$ cat src/hdl/assert_macros.svh
// Assertion helpers used by the RTL.
`ifndef ASSERT_MACROS_SVH
`define ASSERT_MACROS_SVH

// Same-cycle implication, checked outside reset.
`define AST_SAME(lbl, clk, rst_n, ante, cons) \
    lbl: assert property (@(posedge clk) disable iff (!rst_n) (ante) |-> (cons)) \
        else $error("assertion failed");

// Next-cycle implication, checked outside reset.
`define AST_NEXT(lbl, clk, rst_n, ante, cons) \
    lbl: assert property (@(posedge clk) disable iff (!rst_n) (ante) |=> (cons)) \
        else $error("assertion failed");

`endif

$ cat src/hdl/avralu_pkg.sv
package avralu_pkg;

    typedef logic [5:0] t_cmd;

    localparam t_cmd CMD_ADD    = 6'd0;
    localparam t_cmd CMD_ADC    = 6'd1;
    localparam t_cmd CMD_ADIW   = 6'd2;
    localparam t_cmd CMD_SUB    = 6'd3;
    localparam t_cmd CMD_SUBI   = 6'd4;
    localparam t_cmd CMD_SBC    = 6'd5;
    localparam t_cmd CMD_SBCI   = 6'd6;
    localparam t_cmd CMD_SBIW   = 6'd7;
    localparam t_cmd CMD_AND    = 6'd8;
    localparam t_cmd CMD_ANDI   = 6'd9;
    localparam t_cmd CMD_OR     = 6'd10;
    localparam t_cmd CMD_ORI    = 6'd11;
    localparam t_cmd CMD_EOR    = 6'd12;
    localparam t_cmd CMD_COM    = 6'd13;
    localparam t_cmd CMD_NEG    = 6'd14;
    localparam t_cmd CMD_INC    = 6'd15;
    localparam t_cmd CMD_DEC    = 6'd16;
    localparam t_cmd CMD_MUL    = 6'd17;
    localparam t_cmd CMD_MULS   = 6'd18;
    localparam t_cmd CMD_MULSU  = 6'd19;
    localparam t_cmd CMD_FMUL   = 6'd20;
    localparam t_cmd CMD_FMULS  = 6'd21;
    localparam t_cmd CMD_FMULSU = 6'd22;
    localparam t_cmd CMD_CP     = 6'd23;
    localparam t_cmd CMD_CPC    = 6'd24;
    localparam t_cmd CMD_CPI    = 6'd25;
    localparam t_cmd CMD_MOV    = 6'd26;
    localparam t_cmd CMD_MOVW   = 6'd27;
    localparam t_cmd CMD_LSL    = 6'd28;
    localparam t_cmd CMD_LSR    = 6'd29;
    localparam t_cmd CMD_ASR    = 6'd30;
    localparam t_cmd CMD_BST    = 6'd31;
    localparam t_cmd CMD_BLD    = 6'd32;

    // status register bit positions
    localparam int F_C = 0;
    localparam int F_Z = 1;
    localparam int F_N = 2;
    localparam int F_V = 3;
    localparam int F_S = 4;
    localparam int F_H = 5;
    localparam int F_T = 6;
    localparam int F_UNUSED = 7;

    localparam logic [7:0]  C_SIGN8  = 8'h80;
    localparam logic [7:0]  C_SMAX8  = 8'h7F;
    localparam logic [7:0]  C_ONE8   = 8'h01;
    localparam logic [15:0] C_HI_MSK = 16'hFF00;

    // Register file is split in an even bank and an odd bank, 16 rows each.
    localparam int RF_ROWS = 16;
    typedef logic [$clog2(RF_ROWS)-1:0] t_row;

    typedef struct packed {
        logic       we_e;
        logic       we_o;
        t_row       row;
        logic [7:0] data_e;
        logic [7:0] data_o;
    } t_rf_wr;

    typedef struct packed {
        logic [7:0] d_even;
        logic [7:0] d_odd;
        logic [7:0] r_even;
        logic [7:0] r_odd;
    } t_rf_rd;

endpackage

$ cat src/hdl/avralu_rf.sv
module avralu_rf
    import avralu_pkg::*;
(
    input  logic   i_clk,
    input  logic   i_rst_n,
    input  logic   i_re,
    input  t_row   i_row_d,
    input  t_row   i_row_r,
    input  t_rf_wr i_wr,
    output t_rf_rd o_rd
);

    logic [7:0] r_mem_e [RF_ROWS];
    logic [7:0] r_mem_o [RF_ROWS];
    logic [RF_ROWS-1:0] r_vld_e;
    logic [RF_ROWS-1:0] r_vld_o;

    logic [7:0] r_q_de, r_q_do, r_q_re, r_q_ro;
    logic       r_v_de, r_v_do, r_v_re, r_v_ro;
    t_row       r_row_d, r_row_r;
    t_rf_wr     r_fw;

    always_ff @(posedge i_clk) begin
        if (i_wr.we_e) begin
            r_mem_e[i_wr.row] <= i_wr.data_e;
        end
        if (i_wr.we_o) begin
            r_mem_o[i_wr.row] <= i_wr.data_o;
        end
    end

    // registered read, two rows per bank
    always_ff @(posedge i_clk) begin
        if (i_re) begin
            r_q_de  <= r_mem_e[i_row_d];
            r_q_do  <= r_mem_o[i_row_d];
            r_q_re  <= r_mem_e[i_row_r];
            r_q_ro  <= r_mem_o[i_row_r];
            r_v_de  <= r_vld_e[i_row_d];
            r_v_do  <= r_vld_o[i_row_d];
            r_v_re  <= r_vld_e[i_row_r];
            r_v_ro  <= r_vld_o[i_row_r];
            r_row_d <= i_row_d;
            r_row_r <= i_row_r;
        end
    end

    // valid bits: never-written rows read as zero after reset
    always_ff @(posedge i_clk) begin
        if (!i_rst_n) begin
            r_vld_e <= '0;
            r_vld_o <= '0;
        end else begin
            if (i_wr.we_e) begin
                r_vld_e[i_wr.row] <= 1'b1;
            end
            if (i_wr.we_o) begin
                r_vld_o[i_wr.row] <= 1'b1;
            end
        end
    end

    // last write, bypassed over the read taken at the same edge
    always_ff @(posedge i_clk) begin
        if (!i_rst_n) begin
            r_fw.we_e <= 1'b0;
            r_fw.we_o <= 1'b0;
        end else if (i_wr.we_e || i_wr.we_o) begin
            r_fw <= i_wr;
        end
    end

    always_comb begin
        o_rd.d_even = (r_fw.we_e && r_fw.row == r_row_d) ? r_fw.data_e :
                      (r_v_de ? r_q_de : 8'h00);
        o_rd.d_odd  = (r_fw.we_o && r_fw.row == r_row_d) ? r_fw.data_o :
                      (r_v_do ? r_q_do : 8'h00);
        o_rd.r_even = (r_fw.we_e && r_fw.row == r_row_r) ? r_fw.data_e :
                      (r_v_re ? r_q_re : 8'h00);
        o_rd.r_odd  = (r_fw.we_o && r_fw.row == r_row_r) ? r_fw.data_o :
                      (r_v_ro ? r_q_ro : 8'h00);
    end

endmodule

$ cat src/hdl/avralu_exec.sv
module avralu_exec
    import avralu_pkg::*;
(
    input  t_cmd        i_cmd,
    input  logic [4:0]  i_dst,
    input  logic [4:0]  i_src,
    input  logic [7:0]  i_imm,
    input  logic [2:0]  i_bit,
    input  t_rf_rd      i_rd,
    input  logic [7:0]  i_sreg,
    output logic [15:0] o_result,
    output logic [7:0]  o_sreg,
    output t_rf_wr      o_wr
);

    typedef struct packed {
        logic [7:0] res;
        logic       h;
        logic       v;
        logic       c;
    } t_alu8;

    function automatic t_alu8 f_add8(input logic [7:0] d, input logic [7:0] r,
                                     input logic cin);
        t_alu8      o;
        logic [8:0] s;
        s = {1'b0, d} + {1'b0, r} + {8'h00, cin};
        o.res = s[7:0];
        o.h = (d[3] & r[3]) | (r[3] & ~o.res[3]) | (~o.res[3] & d[3]);
        o.v = (d[7] & r[7] & ~o.res[7]) | (~d[7] & ~r[7] & o.res[7]);
        o.c = (d[7] & r[7]) | (r[7] & ~o.res[7]) | (~o.res[7] & d[7]);
        return o;
    endfunction

    function automatic t_alu8 f_sub8(input logic [7:0] d, input logic [7:0] r,
                                     input logic cin);
        t_alu8      o;
        logic [8:0] s;
        s = {1'b0, d} - {1'b0, r} - {8'h00, cin};
        o.res = s[7:0];
        o.h = (~d[3] & r[3]) | (r[3] & o.res[3]) | (o.res[3] & ~d[3]);
        o.v = (d[7] & ~r[7] & ~o.res[7]) | (~d[7] & r[7] & o.res[7]);
        o.c = (~d[7] & r[7]) | (r[7] & o.res[7]) | (o.res[7] & ~d[7]);
        return o;
    endfunction

    logic [7:0]  rd, rr;
    logic [15:0] word, spair;
    logic        cin;
    logic        sgn_d, sgn_r, frac;
    logic signed [8:0]  mul_a, mul_b;
    logic signed [17:0] prod;
    logic [15:0] mul_raw, mul_res;

    assign rd    = i_dst[0] ? i_rd.d_odd : i_rd.d_even;
    assign rr    = i_src[0] ? i_rd.r_odd : i_rd.r_even;
    assign word  = {i_rd.d_odd, i_rd.d_even};
    assign spair = {i_rd.r_odd, i_rd.r_even};
    assign cin   = i_sreg[F_C];

    // one 9x9 signed multiplier covers all six multiply forms
    always_comb begin
        sgn_d = 1'b0;
        sgn_r = 1'b0;
        frac  = 1'b0;
        case (i_cmd)
            CMD_MULS:   begin sgn_d = 1'b1; sgn_r = 1'b1; end
            CMD_MULSU:  begin sgn_d = 1'b1; end
            CMD_FMUL:   begin frac = 1'b1; end
            CMD_FMULS:  begin sgn_d = 1'b1; sgn_r = 1'b1; frac = 1'b1; end
            CMD_FMULSU: begin sgn_d = 1'b1; frac = 1'b1; end
            default:    begin end
        endcase
    end

    assign mul_a   = $signed({sgn_d & rd[7], rd});
    assign mul_b   = $signed({sgn_r & rr[7], rr});
    assign prod    = mul_a * mul_b;
    assign mul_raw = prod[15:0];
    assign mul_res = frac ? {mul_raw[14:0], 1'b0} : mul_raw;

    always_comb begin
        t_alu8       a8;
        logic [7:0]  s;
        logic [7:0]  v8;
        logic [7:0]  nz_val;
        logic [15:0] res16;
        logic [16:0] w17;
        logic        wr8, nzs, sticky;
        a8      = '0;
        s       = i_sreg;
        v8      = 8'h00;
        nz_val  = 8'h00;
        res16   = 16'h0000;
        w17     = '0;
        wr8     = 1'b0;
        nzs     = 1'b0;
        sticky  = 1'b0;
        o_wr    = '0;
        o_wr.row = i_dst[4:1];
        case (i_cmd)
            CMD_ADD, CMD_ADC: begin
                a8 = f_add8(rd, rr, (i_cmd == CMD_ADC) & cin);
                s[F_H] = a8.h; s[F_V] = a8.v; s[F_C] = a8.c;
                v8 = a8.res; nz_val = a8.res; nzs = 1'b1; wr8 = 1'b1;
            end
            CMD_SUB, CMD_SUBI, CMD_SBC, CMD_SBCI, CMD_CP, CMD_CPC, CMD_CPI: begin
                case (i_cmd)
                    CMD_SUB:  a8 = f_sub8(rd, rr, 1'b0);
                    CMD_SUBI: a8 = f_sub8(rd, i_imm, 1'b0);
                    CMD_SBC:  a8 = f_sub8(rd, rr, cin);
                    CMD_SBCI: a8 = f_sub8(rd, i_imm, cin);
                    CMD_CP:   a8 = f_sub8(rd, rr, 1'b0);
                    CMD_CPC:  a8 = f_sub8(rd, rr, cin);
                    default:  a8 = f_sub8(rd, i_imm, 1'b0);
                endcase
                s[F_H] = a8.h; s[F_V] = a8.v; s[F_C] = a8.c;
                v8 = a8.res; nz_val = a8.res; nzs = 1'b1;
                sticky = (i_cmd == CMD_SBC) || (i_cmd == CMD_SBCI) || (i_cmd == CMD_CPC);
                wr8 = (i_cmd == CMD_SUB) || (i_cmd == CMD_SUBI) ||
                      (i_cmd == CMD_SBC) || (i_cmd == CMD_SBCI);
                res16 = {8'h00, a8.res};
            end
            CMD_ADIW, CMD_SBIW: begin
                if (i_cmd == CMD_ADIW) begin
                    w17 = {1'b0, word} + {11'b0, i_imm[5:0]};
                    s[F_V] = ~word[15] & w17[15];
                    s[F_C] = ~w17[15] & word[15];
                end else begin
                    w17 = {1'b0, word} - {11'b0, i_imm[5:0]};
                    s[F_V] = word[15] & ~w17[15];
                    s[F_C] = w17[15] & ~word[15];
                end
                s[F_N] = w17[15];
                s[F_Z] = (w17[15:0] == 16'h0000);
                s[F_S] = s[F_N] ^ s[F_V];
                res16 = w17[15:0];
                o_wr.we_e = 1'b1; o_wr.we_o = 1'b1;
                o_wr.data_e = w17[7:0];
                o_wr.data_o = w17[15:8];
            end
            CMD_AND, CMD_ANDI, CMD_OR, CMD_ORI, CMD_EOR, CMD_COM: begin
                case (i_cmd)
                    CMD_AND:  v8 = rd & rr;
                    CMD_ANDI: v8 = rd & i_imm;
                    CMD_OR:   v8 = rd | rr;
                    CMD_ORI:  v8 = rd | i_imm;
                    CMD_EOR:  v8 = rd ^ rr;
                    default:  v8 = ~rd;
                endcase
                s[F_V] = 1'b0;
                if (i_cmd == CMD_COM) begin
                    s[F_C] = 1'b1;
                end
                nz_val = v8; nzs = 1'b1; wr8 = 1'b1;
            end
            CMD_NEG: begin
                v8 = 8'h00 - rd;
                s[F_H] = v8[3] | rd[3];
                s[F_V] = (v8 == C_SIGN8);
                s[F_C] = (v8 != 8'h00);
                nz_val = v8; nzs = 1'b1; wr8 = 1'b1;
            end
            CMD_INC: begin
                v8 = rd + C_ONE8;
                s[F_V] = (v8 == C_SIGN8);
                nz_val = v8; nzs = 1'b1; wr8 = 1'b1;
            end
            CMD_DEC: begin
                v8 = rd - C_ONE8;
                s[F_V] = (v8 == C_SMAX8);
                nz_val = v8; nzs = 1'b1; wr8 = 1'b1;
            end
            CMD_MUL, CMD_MULS, CMD_MULSU, CMD_FMUL, CMD_FMULS, CMD_FMULSU: begin
                s[F_C] = mul_raw[15];
                s[F_Z] = (mul_res == 16'h0000);
                res16 = mul_res;
                o_wr.row = '0;
                o_wr.we_e = 1'b1; o_wr.we_o = 1'b1;
                o_wr.data_e = mul_res[7:0];
                o_wr.data_o = mul_res[15:8];
            end
            CMD_MOV: begin
                v8 = rr; wr8 = 1'b1;
            end
            CMD_MOVW: begin
                res16 = spair;
                o_wr.we_e = 1'b1; o_wr.we_o = 1'b1;
                o_wr.data_e = spair[7:0];
                o_wr.data_o = spair[15:8];
            end
            CMD_LSL, CMD_LSR, CMD_ASR: begin
                case (i_cmd)
                    CMD_LSL: begin
                        v8 = {rd[6:0], 1'b0};
                        s[F_H] = rd[3];
                        s[F_C] = rd[7];
                    end
                    CMD_LSR: begin
                        v8 = {1'b0, rd[7:1]};
                        s[F_C] = rd[0];
                    end
                    default: begin
                        v8 = {rd[7], rd[7:1]};
                        s[F_C] = rd[0];
                    end
                endcase
                s[F_N] = v8[7];
                s[F_Z] = (v8 == 8'h00);
                s[F_V] = s[F_N] ^ s[F_C];
                s[F_S] = s[F_N] ^ s[F_V];
                wr8 = 1'b1;
            end
            CMD_BST: begin
                s[F_T] = rd[i_bit];
                res16 = {8'h00, rd};
            end
            CMD_BLD: begin
                v8 = rd;
                v8[i_bit] = i_sreg[F_T];
                wr8 = 1'b1;
            end
            default: begin end
        endcase

        if (nzs) begin
            s[F_N] = nz_val[7];
            s[F_Z] = (nz_val == 8'h00);
            s[F_S] = s[F_N] ^ s[F_V];
        end
        // carry forms only clear Z, never set it
        if (sticky) begin
            s[F_Z] = (nz_val == 8'h00) & i_sreg[F_Z];
        end
        if (wr8) begin
            res16 = {8'h00, v8};
            o_wr.we_e = ~i_dst[0];
            o_wr.we_o = i_dst[0];
            o_wr.data_e = v8;
            o_wr.data_o = v8;
        end
        s[F_UNUSED] = 1'b0;
        o_sreg   = s;
        o_result = res16 & ((wr8 || (i_cmd == CMD_BST) || sticky ||
                            (i_cmd == CMD_CP) || (i_cmd == CMD_CPI) ||
                            (i_cmd == CMD_SUB) || (i_cmd == CMD_SUBI)) ?
                            ~C_HI_MSK : 16'hFFFF);
    end

endmodule

$ cat src/hdl/avr_alu_with_status_flags_unit.sv
// Channel   Direction  Handshake          Word
// --------  ---------  -----------------  -------------------------------------------
// input     in         i_valid / o_stall  i_cmd, i_dest_reg, i_src_reg, i_imm, i_bit_sel
// result    out        o_valid / i_stall  o_result_value, o_status_flags
//
// One word per cycle sustained while i_stall is low; o_valid rises once the word moves
// from the execute stage into the output register.
// The register file is read first (synchronous banked memory, registered read).
// Then the word executes, writes back to the memory and the status register, and loads the output.
// A write and the next word's read at the same edge are bypassed in the register file.
// Reset clears control, status register and the register file valid bits (no sweep).
// A stalled result holds the execute stage; o_stall rises only when both are full.
`include "assert_macros.svh"

module avr_alu_with_status_flags_unit
    import avralu_pkg::*;
(
    input  logic        i_clk,
    input  logic        i_rst_n,
    input  logic        i_valid,
    output logic        o_stall,
    input  logic [5:0]  i_cmd,
    input  logic [4:0]  i_dest_reg,
    input  logic [4:0]  i_src_reg,
    input  logic [7:0]  i_imm,
    input  logic [2:0]  i_bit_sel,
    output logic        o_valid,
    input  logic        i_stall,
    output logic [15:0] o_result_value,
    output logic [7:0]  o_status_flags
);

    // execute stage
    logic        r_evld;
    t_cmd        r_cmd;
    logic [4:0]  r_dst;
    logic [4:0]  r_src;
    logic [7:0]  r_imm;
    logic [2:0]  r_bit;

    // architectural status register
    logic [7:0]  r_sreg;
    logic [7:0]  n_sreg;

    // output register
    logic        r_ovld;
    logic [15:0] r_res;
    logic [7:0]  r_flags;

    logic        slot_ok;   // output register free or draining this cycle
    logic        e_adv;     // execute word moves to the output register
    logic        in_acc;
    logic [15:0] n_res;
    t_rf_wr      ex_wr;
    t_rf_wr      rf_wr;
    t_rf_rd      rf_rd;

    assign slot_ok = !r_ovld || !i_stall;
    assign e_adv   = r_evld && slot_ok;
    assign in_acc  = i_valid && (!r_evld || slot_ok);
    assign o_stall = r_evld && !slot_ok;

    avralu_rf u_rf (
        .i_clk   (i_clk),
        .i_rst_n (i_rst_n),
        .i_re    (in_acc),
        .i_row_d (i_dest_reg[4:1]),
        .i_row_r (i_src_reg[4:1]),
        .i_wr    (rf_wr),
        .o_rd    (rf_rd)
    );

    avralu_exec u_exec (
        .i_cmd    (r_cmd),
        .i_dst    (r_dst),
        .i_src    (r_src),
        .i_imm    (r_imm),
        .i_bit    (r_bit),
        .i_rd     (rf_rd),
        .i_sreg   (r_sreg),
        .o_result (n_res),
        .o_sreg   (n_sreg),
        .o_wr     (ex_wr)
    );

    // commit to the register file only when the word leaves execute
    always_comb begin
        rf_wr      = ex_wr;
        rf_wr.we_e = ex_wr.we_e && e_adv;
        rf_wr.we_o = ex_wr.we_o && e_adv;
    end

    always_ff @(posedge i_clk) begin
        if (!i_rst_n) begin
            r_evld <= 1'b0;
        end else if (!r_evld || slot_ok) begin
            r_evld <= i_valid;
        end
    end

    always_ff @(posedge i_clk) begin
        if (in_acc) begin
            r_cmd <= i_cmd;
            r_dst <= i_dest_reg;
            r_src <= i_src_reg;
            r_imm <= i_imm;
            r_bit <= i_bit_sel;
        end
    end

    always_ff @(posedge i_clk) begin
        if (!i_rst_n) begin
            r_sreg <= 8'h00;
        end else if (e_adv) begin
            r_sreg <= n_sreg;
        end
    end

    always_ff @(posedge i_clk) begin
        if (!i_rst_n) begin
            r_ovld <= 1'b0;
        end else if (slot_ok) begin
            r_ovld <= r_evld;
        end
    end

    always_ff @(posedge i_clk) begin
        if (e_adv) begin
            r_res   <= n_res;
            r_flags <= n_sreg;
        end
    end

    assign o_valid        = r_ovld;
    assign o_result_value = r_res;
    assign o_status_flags = r_flags;

    // a held execute word is never dropped while the input side is stalled
    `AST_NEXT(a_hold_exec, i_clk, i_rst_n, o_stall, r_evld)
    // a new result only appears behind an execute word
    `AST_SAME(a_out_from_exec, i_clk, i_rst_n, $rose(r_ovld), $past(r_evld))
    // the unused status bit stays clear
    `AST_SAME(a_sreg_bit7, i_clk, i_rst_n, r_ovld, !o_status_flags[F_UNUSED])

endmodule
$ cat config.mk
export PLATFORM = sky130hd
export DESIGN_NAME = avr_alu_with_status_flags_unit
export DESIGN_NICKNAME = d
export VERILOG_FILES = /design/src/hdl/avralu_pkg.sv /design/src/hdl/avralu_rf.sv /design/src/hdl/avralu_exec.sv /design/src/hdl/avr_alu_with_status_flags_unit.sv
export VERILOG_INCLUDE_DIRS = /design/src /design/src/hdl
export SDC_FILE = /design/constraint.sdc
export NUM_CORES = 1
export LEC_CHECK = 0
export ABC_AREA = 1
export BUFFER_PORTS_ARGS = -buffer_cell sky130_fd_sc_hd__buf_2
export CORE_AREA = 2 2 269 271
export DETAILED_ROUTE_END_ITERATION = 16
export DIE_AREA = 0 0 271 273
export PLACE_DENSITY = 0.61
export SYNTH_ARGS = -nofsm -noshare
export SYNTH_HDL_FRONTEND = slang
export SYNTH_SLANG_ARGS = --single-unit
$ cat constraint.sdc
create_clock -name i_clk -period 12.2 [get_ports i_clk]
set_input_delay 1.83 -clock i_clk [delete_from_list [all_inputs] [get_ports i_clk]]
set_output_delay 1.83 -clock i_clk [all_outputs]
set_load 0.005 [all_outputs]
* Word-level counts from Yosys, hierarchy flattened
Memories as Yosys holds them, arrays and structs flattened. A register that Yosys moved wholly into a read port is not among the register bits.
Index checks and enable logic that the tools add are counted.
Widths: inputs -> output; s select.
** Word-level totals
- Output and inout bits :: 26
- Memories kept :: 2
- Logic and storage cells :: 299
- Register bits :: 121
- Memory bits (writable) :: 256
- Bits of input ports :: 31
** Memories
- u_rf.r_mem_e :: depth 16, bits a word 8, read ports 2, clocked after memory_dff 2, wr ports 1, line avralu_rf.sv:13 : logic [7:0] r_mem_e [RF_ROWS];
- u_rf.r_mem_o :: depth 16, bits a word 8, read ports 2, clocked after memory_dff 2, wr ports 1, line avralu_rf.sv:14 : logic [7:0] r_mem_o [RF_ROWS];
** Operators by class
- Muxes and demuxes :: 69
- Equal/unequal tests :: 37
- Add/subtract/negate cells :: 11
- Reductions and logical operators :: 50
- Multipliers :: 1
- Magnitude comparators :: 6
- Bitwise logic cells :: 100
** Operator list (number)
- $eq 6x5->1 const B :: 16
- $mux 16 :: 6
- $mux 8 :: 11
- $pmux 16 s5 :: 1
- $pmux 8 s9 :: 1
- $eq 6x4->1 const B :: 8
- $pmux 16 s3 :: 1
- $pmux 8 s6 :: 1
- $and 1x1->1 :: 47
- $pmux 8 s5 :: 1
- $pmux 11 s3 :: 1
- $logic_not 16->1 :: 2
- $or 16x16->16 :: 2
- $mux 1 :: 26
- $or 1x1->1 :: 26
- $eq 6x3->1 const B :: 4
- $reduce_or 18->1 :: 1
- $add 16x6->16 :: 1
- $and 16x16->16 :: 1
- $and 8x8->8 :: 2
- $bmux 1 s4 :: 4
- $eq 8x8->1 const B :: 2
- $logic_not 8->1 :: 2
- $mul 9x9->16 :: 1
- other kinds (47) :: 106

* Longest topological paths before layout
- Word-level depth :: 14
- Depth in mapped cells :: 42
- Mapped depth without buffers :: 40

* By module
Synthesis repeated with hierarchy kept, for this count alone.
** Unflattened totals
- Cells, all modules :: 4046
- Area total of the unflattened synthesis :: 29811.1 µm²
** Modules (own cells, without submodules)
- avralu_rf :: area each 18352.6 µm², seq. area each 10289.9 µm², cells each 2226, instances 1
- avralu_exec :: area each 9444.1 µm², seq. area each 0.0 µm², cells each 1700, instances 1
- avr_alu_with_status_flags_unit :: area each 2014.4 µm², seq. area each 1731.7 µm², cells each 120, instances 1

* Least setup slack after synthesis
No wires, ideal clock.
- Path kind :: flip-flop to flip-flop
- Start :: reg u_rf.r_fw[18] (netlist name)
- End :: reg u_rf.r_fw[6] (netlist name) (data pin)
- Setup time :: 0.388 ns
- Data required time :: 11.812 ns
- Buffers on the path :: 1
- Clock period less this slack :: 6.295 ns
- Cell stages (with the launch flop) :: 30
- Arrival :: 5.906 ns
- Slack :: 5.905 ns
- Cell sequence :: edfxtp_1 xor2_1 nor2_1 buf_4 nand3_4 nand2_1 nand3_1 nand2_1 inv_1 nor2_1 inv_1 fa_1 inv_1 fa_1 fa_1 fa_1 inv_1 fa_1 inv_1 ha_1 nand2_1 o21bai_1 nand2_1 nand2_1 o2111ai_1 or2_2 nand3_1 o21ai_0 nand2_1 nand4_1
** RTL lines
- start: declaration :: line avralu_rf.sv:21 : t_rf_wr r_fw;
- start signal: assignment :: line avralu_rf.sv:69 : r_fw <= i_wr;

==> results.json <==
{
  "start_kind": "flip-flop",
  "clock-sinks": 405,
  "rsz0062_at_grt": "no",
  "cp_slowest_stage_delay_ps": 720,
  "dr.pass1.iters": 9,
  "wire_per_inst_um": 21.8,
  "ys_warn_count": 0,
  "vias": 25000,
  "synth_top_area_share_pct": 38.6,
  "critPathSlowestCell": "nand4_1",
  "setup_tns_ps": 0,
  "syn_area_um2": 28200,
  "syn_to_final_growth_pct": 9.01,
  "pin_count": 57,
  "holdCritPathClass": "flip-flop to flip-flop",
  "start_util_pct": 39.7,
  "dpl_cell_area_um2": 29200,
  "vias_per_cell": 5.63,
  "grt_pass1_wl_um": 145000,
  "crit_path_end_kind": "flip-flop",
  "final_area_um2": 30700,
  "cts.repair.resized": 0,
  "syn_nets": 3687,
  "max_freq_mhz": 122,
  "stdcell_count": 4450,
  "clock-root-buffer": "clkbuf_16",
  "slew_headroom_pct": 15.2,
  "ys_ff_latch": 405,
  "busiest_layer": "met2",
  "cap_viol_max_count": 0,
  "cts_made_buffers": 45,
  "peakVddDrop_mv": 0.103,
  "hold_viol": 0,
  "yosys_most_used_dff": "edfxtp_1",
  "fp-row-count": 98,
  "dp_slack_ps": 4120,
  "routed_wl_um": 96900,
  "grt_start_max_net_pins": 114,
  "clk_pin_slew_worst_paths_ps": 60,
  "status": "completed",
  "gp_congestion": 1.04,
  "path_buf_inv": 6,
  "port_buffers": 55,
  "setup_viol": 0,
  "cellPowerDensity_nw_per_um2": 124,
  "synth_area_leaders": "edfxtp_1 (39%), nand2_1 (9.2%), inv_1 (6.0%), o21ai_0 (5.8%), a21oi_1 (5.5%)",
  "cts.hold.buffers_added": 0,
  "core_um2": 71000,
  "antenna_cells": 0,
  "synth_top_area_cell": "edfxtp_1",
  "min_period_over_period_pct": 67.1,
  "drcViolationCount": 0,
  "worst_path_dominant_cell_family": "simple AND/OR/NAND/NOR gates",
  "skew_ps": 12.8,
  "synth.distinct_cells": 62,
  "cp_max_fo": 17,
  "synth_edf_count": 362,
  "worst_ep_required_time_ps": 12230,
  "antenna_found_initial": 0,
  "final_max_slew_viol_count": 0,
  "grt_pass1_vias": 23200,
  "h-tree-depth": 2,
  "drive_gt1_share_pct": 8.51,
  "yosysSeqAreaShare_pct": 41.6,
  "syn_inst": 3494,
  "cpMostUsedCell": "inv_1",
  "worst_slew_pin_slew_ps": 1270,
  "placed_cells": 4366,
  "avgSynthCellArea_um2": 8.06,
  "drt_iter0_markers": 2873,
  "clk_path_buf_depth": 3,
  "dp_hpwl_um": 68900,
  "arrival_ps": 8220,
  "fin_crit_ps": 8190,
  "met2_usage_pct": 41.9,
  "die_area_um2": 74000,
  "synthArstFlopShare_pct": 0,
  "die_y_um": 273,
  "final_nets": 3656,
  "ant_nets": 0,
  "clock_latency_ps": 600,
  "met3_usage_pct": 3.66,
  "use_met1_pct": 34.3,
  "die_w_um": 271,
  "setup_slack_ps": 4010,
  "p_leak_nw": 13.2,
  "cts_setup_buffers": 0,
  "grt_usage_pct": 25.8,
  "critical_path_class": "flip-flop to flip-flop",
  "cts_tree": "yes",
  "gr-total-overflow": 0
}
[cells in the final DEF, fill, tap and decap left out, types with 14 or more instances in the layout]
cell,Yosys,routed
a21oi_1,308,307
buf_2,15,51
buf_4,12,43
clkbuf_16,0,45
dfxtp_1,43,43
edfxtp_1,362,362
fa_1,75,75
ha_1,87,87
inv_1,450,449
inv_2,21,22
nand2_1,692,692
nand2_2,41,41
nand3_1,289,289
nand4_1,58,58
nor2_1,250,249
nor2_2,14,14
nor3_1,31,31
o211ai_1,74,74
o21a_1,16,16
o21ai_0,327,327
o221ai_1,29,29
o22ai_1,14,14
[stage by stage]
step / util (%) / total power, mW / hold WS, ps
3_5_place_dp: 41.1 / 2.42 / 454
3_3_place_gp: 41.1 / 2.42 / 449
4_1_cts: 43.3 / 3.82 / 468
2_1_floorplan: - / 2.16 / 440
6_report: 43.3 / 3.80 / 464
5_1_grt: 43.3 / 3.96 / 487
[layer usage]
layer | routed length, um | part of all wire [%]
met5 | 0 | 0
met4 | 4650 | 4.8
met3 | 7490 | 7.7
met2 | 44400 | 46
met1 | 40400 | 42
[worst register-to-register path, cell delays in order, from the launching register on]
cell and delay (ps):
edfxtp_1 380, inv_1 80, nand2_1 60, nand2_1 50, nor2_1 580, nand3_2 320, nand2_1 180, nand3_1 110
nand2_1 500, inv_1 170, nor2_1 240, inv_1 130, fa_1 490, inv_1 50, fa_1 490, fa_1 510
fa_1 490, inv_1 50, fa_1 510, inv_1 50, ha_1 350, a21oi_1 210, o21ai_0 130, a21oi_1 210
xor2_1 130, or2_2 300, nand3_1 130, nand4_1 720
[cell usage after synthesis (6+ instances only)]
master / n
buf_2: 15
inv_2: 21
nand3_1: 289
o2111ai_1: 7
o21a_1: 16
nand3_2: 12
buf_4: 12
o211ai_1: 74
nand2_4: 7
o21ai_1: 7
nor2_2: 14
nor3_1: 31
a21oi_1: 308
edfxtp_1: 362
o221ai_1: 29
dfxtp_1: 43
buf_6: 6
o21ai_0: 327
nand2_1: 692
nor2_4: 6
nand4_1: 58
fa_1: 75
o22ai_1: 14
nand3b_1: 11
nor2_1: 250
buf_1: 9
xnor2_1: 11
inv_1: 450
clkbuf_1: 130
or2_2: 9
nand2_2: 41
ha_1: 87
xor2_1: 12
[kinds of logic (layout without fill, tap and decap cells)]
family / after synthesis / after routing / synth area share, %
adders and majority gates: 162 / 162 / 9.19
xor gates and xnor gates: 23 / 23 / 0.715
other: 1 / 1 / 0.0133
and+or+nand+nor: 1441 / 1441 / 23.1
AOI/OAI and AO/OA: 814 / 814 / 16.2
DFF: 405 / 405 / 41.6
buffers and inverters: 647 / 653 / 9.05
muxes: 1 / 1 / 0.0355
[where the power goes]
part	internal, mW	switching, mW	leakage, nW
sequential	1.57	0.0276	3.70
combinational	0.229	0.583	8.74
clock	0.807	0.579	0.726
total	2.61	1.19	13.2
[state kept, by name, indices dropped and copies added, names as in the netlist, 16 cells and up]
register        cells
u_rf.r_mem_e      128
u_rf.r_mem_o      128
u_rf.r_fw          22
o_result_value     16
u_rf.r_vld_e       16
u_rf.r_vld_o       16
[cell type report]
type	instances	area, um2
multi-input combinational	2442	13900
tap	950	1190
inverter	473	1780
sequential	405	11700
clock buffer	59	1200
clock inverter	25	313
timing repair buffer	96	603
fill	7072	40300
[path summary, 6_finish.rpt]
path / startpoint / end / slack (ps) / depth (start not counted)
setup / recovery: u_rf.r_fw[19]$_DFFE_PP_ / u_rf.r_mem_o[8][4]$_DFFE_PP_ / 4010 / 27
hold / removal: u_rf.r_vld_e[3]$_SDFFE_PN0P_ / u_rf.r_vld_e[3]$_SDFFE_PN0P_ / 460 / 1
setup reg to reg: u_rf.r_fw[19]$_DFFE_PP_ / u_rf.r_mem_o[8][4]$_DFFE_PP_ / 4010 / 27
hold reg to reg: u_rf.r_vld_e[3]$_SDFFE_PN0P_ / u_rf.r_vld_e[3]$_SDFFE_PN0P_ / 460 / 1
No activity file was read; power rests on OpenSTA's default activity.
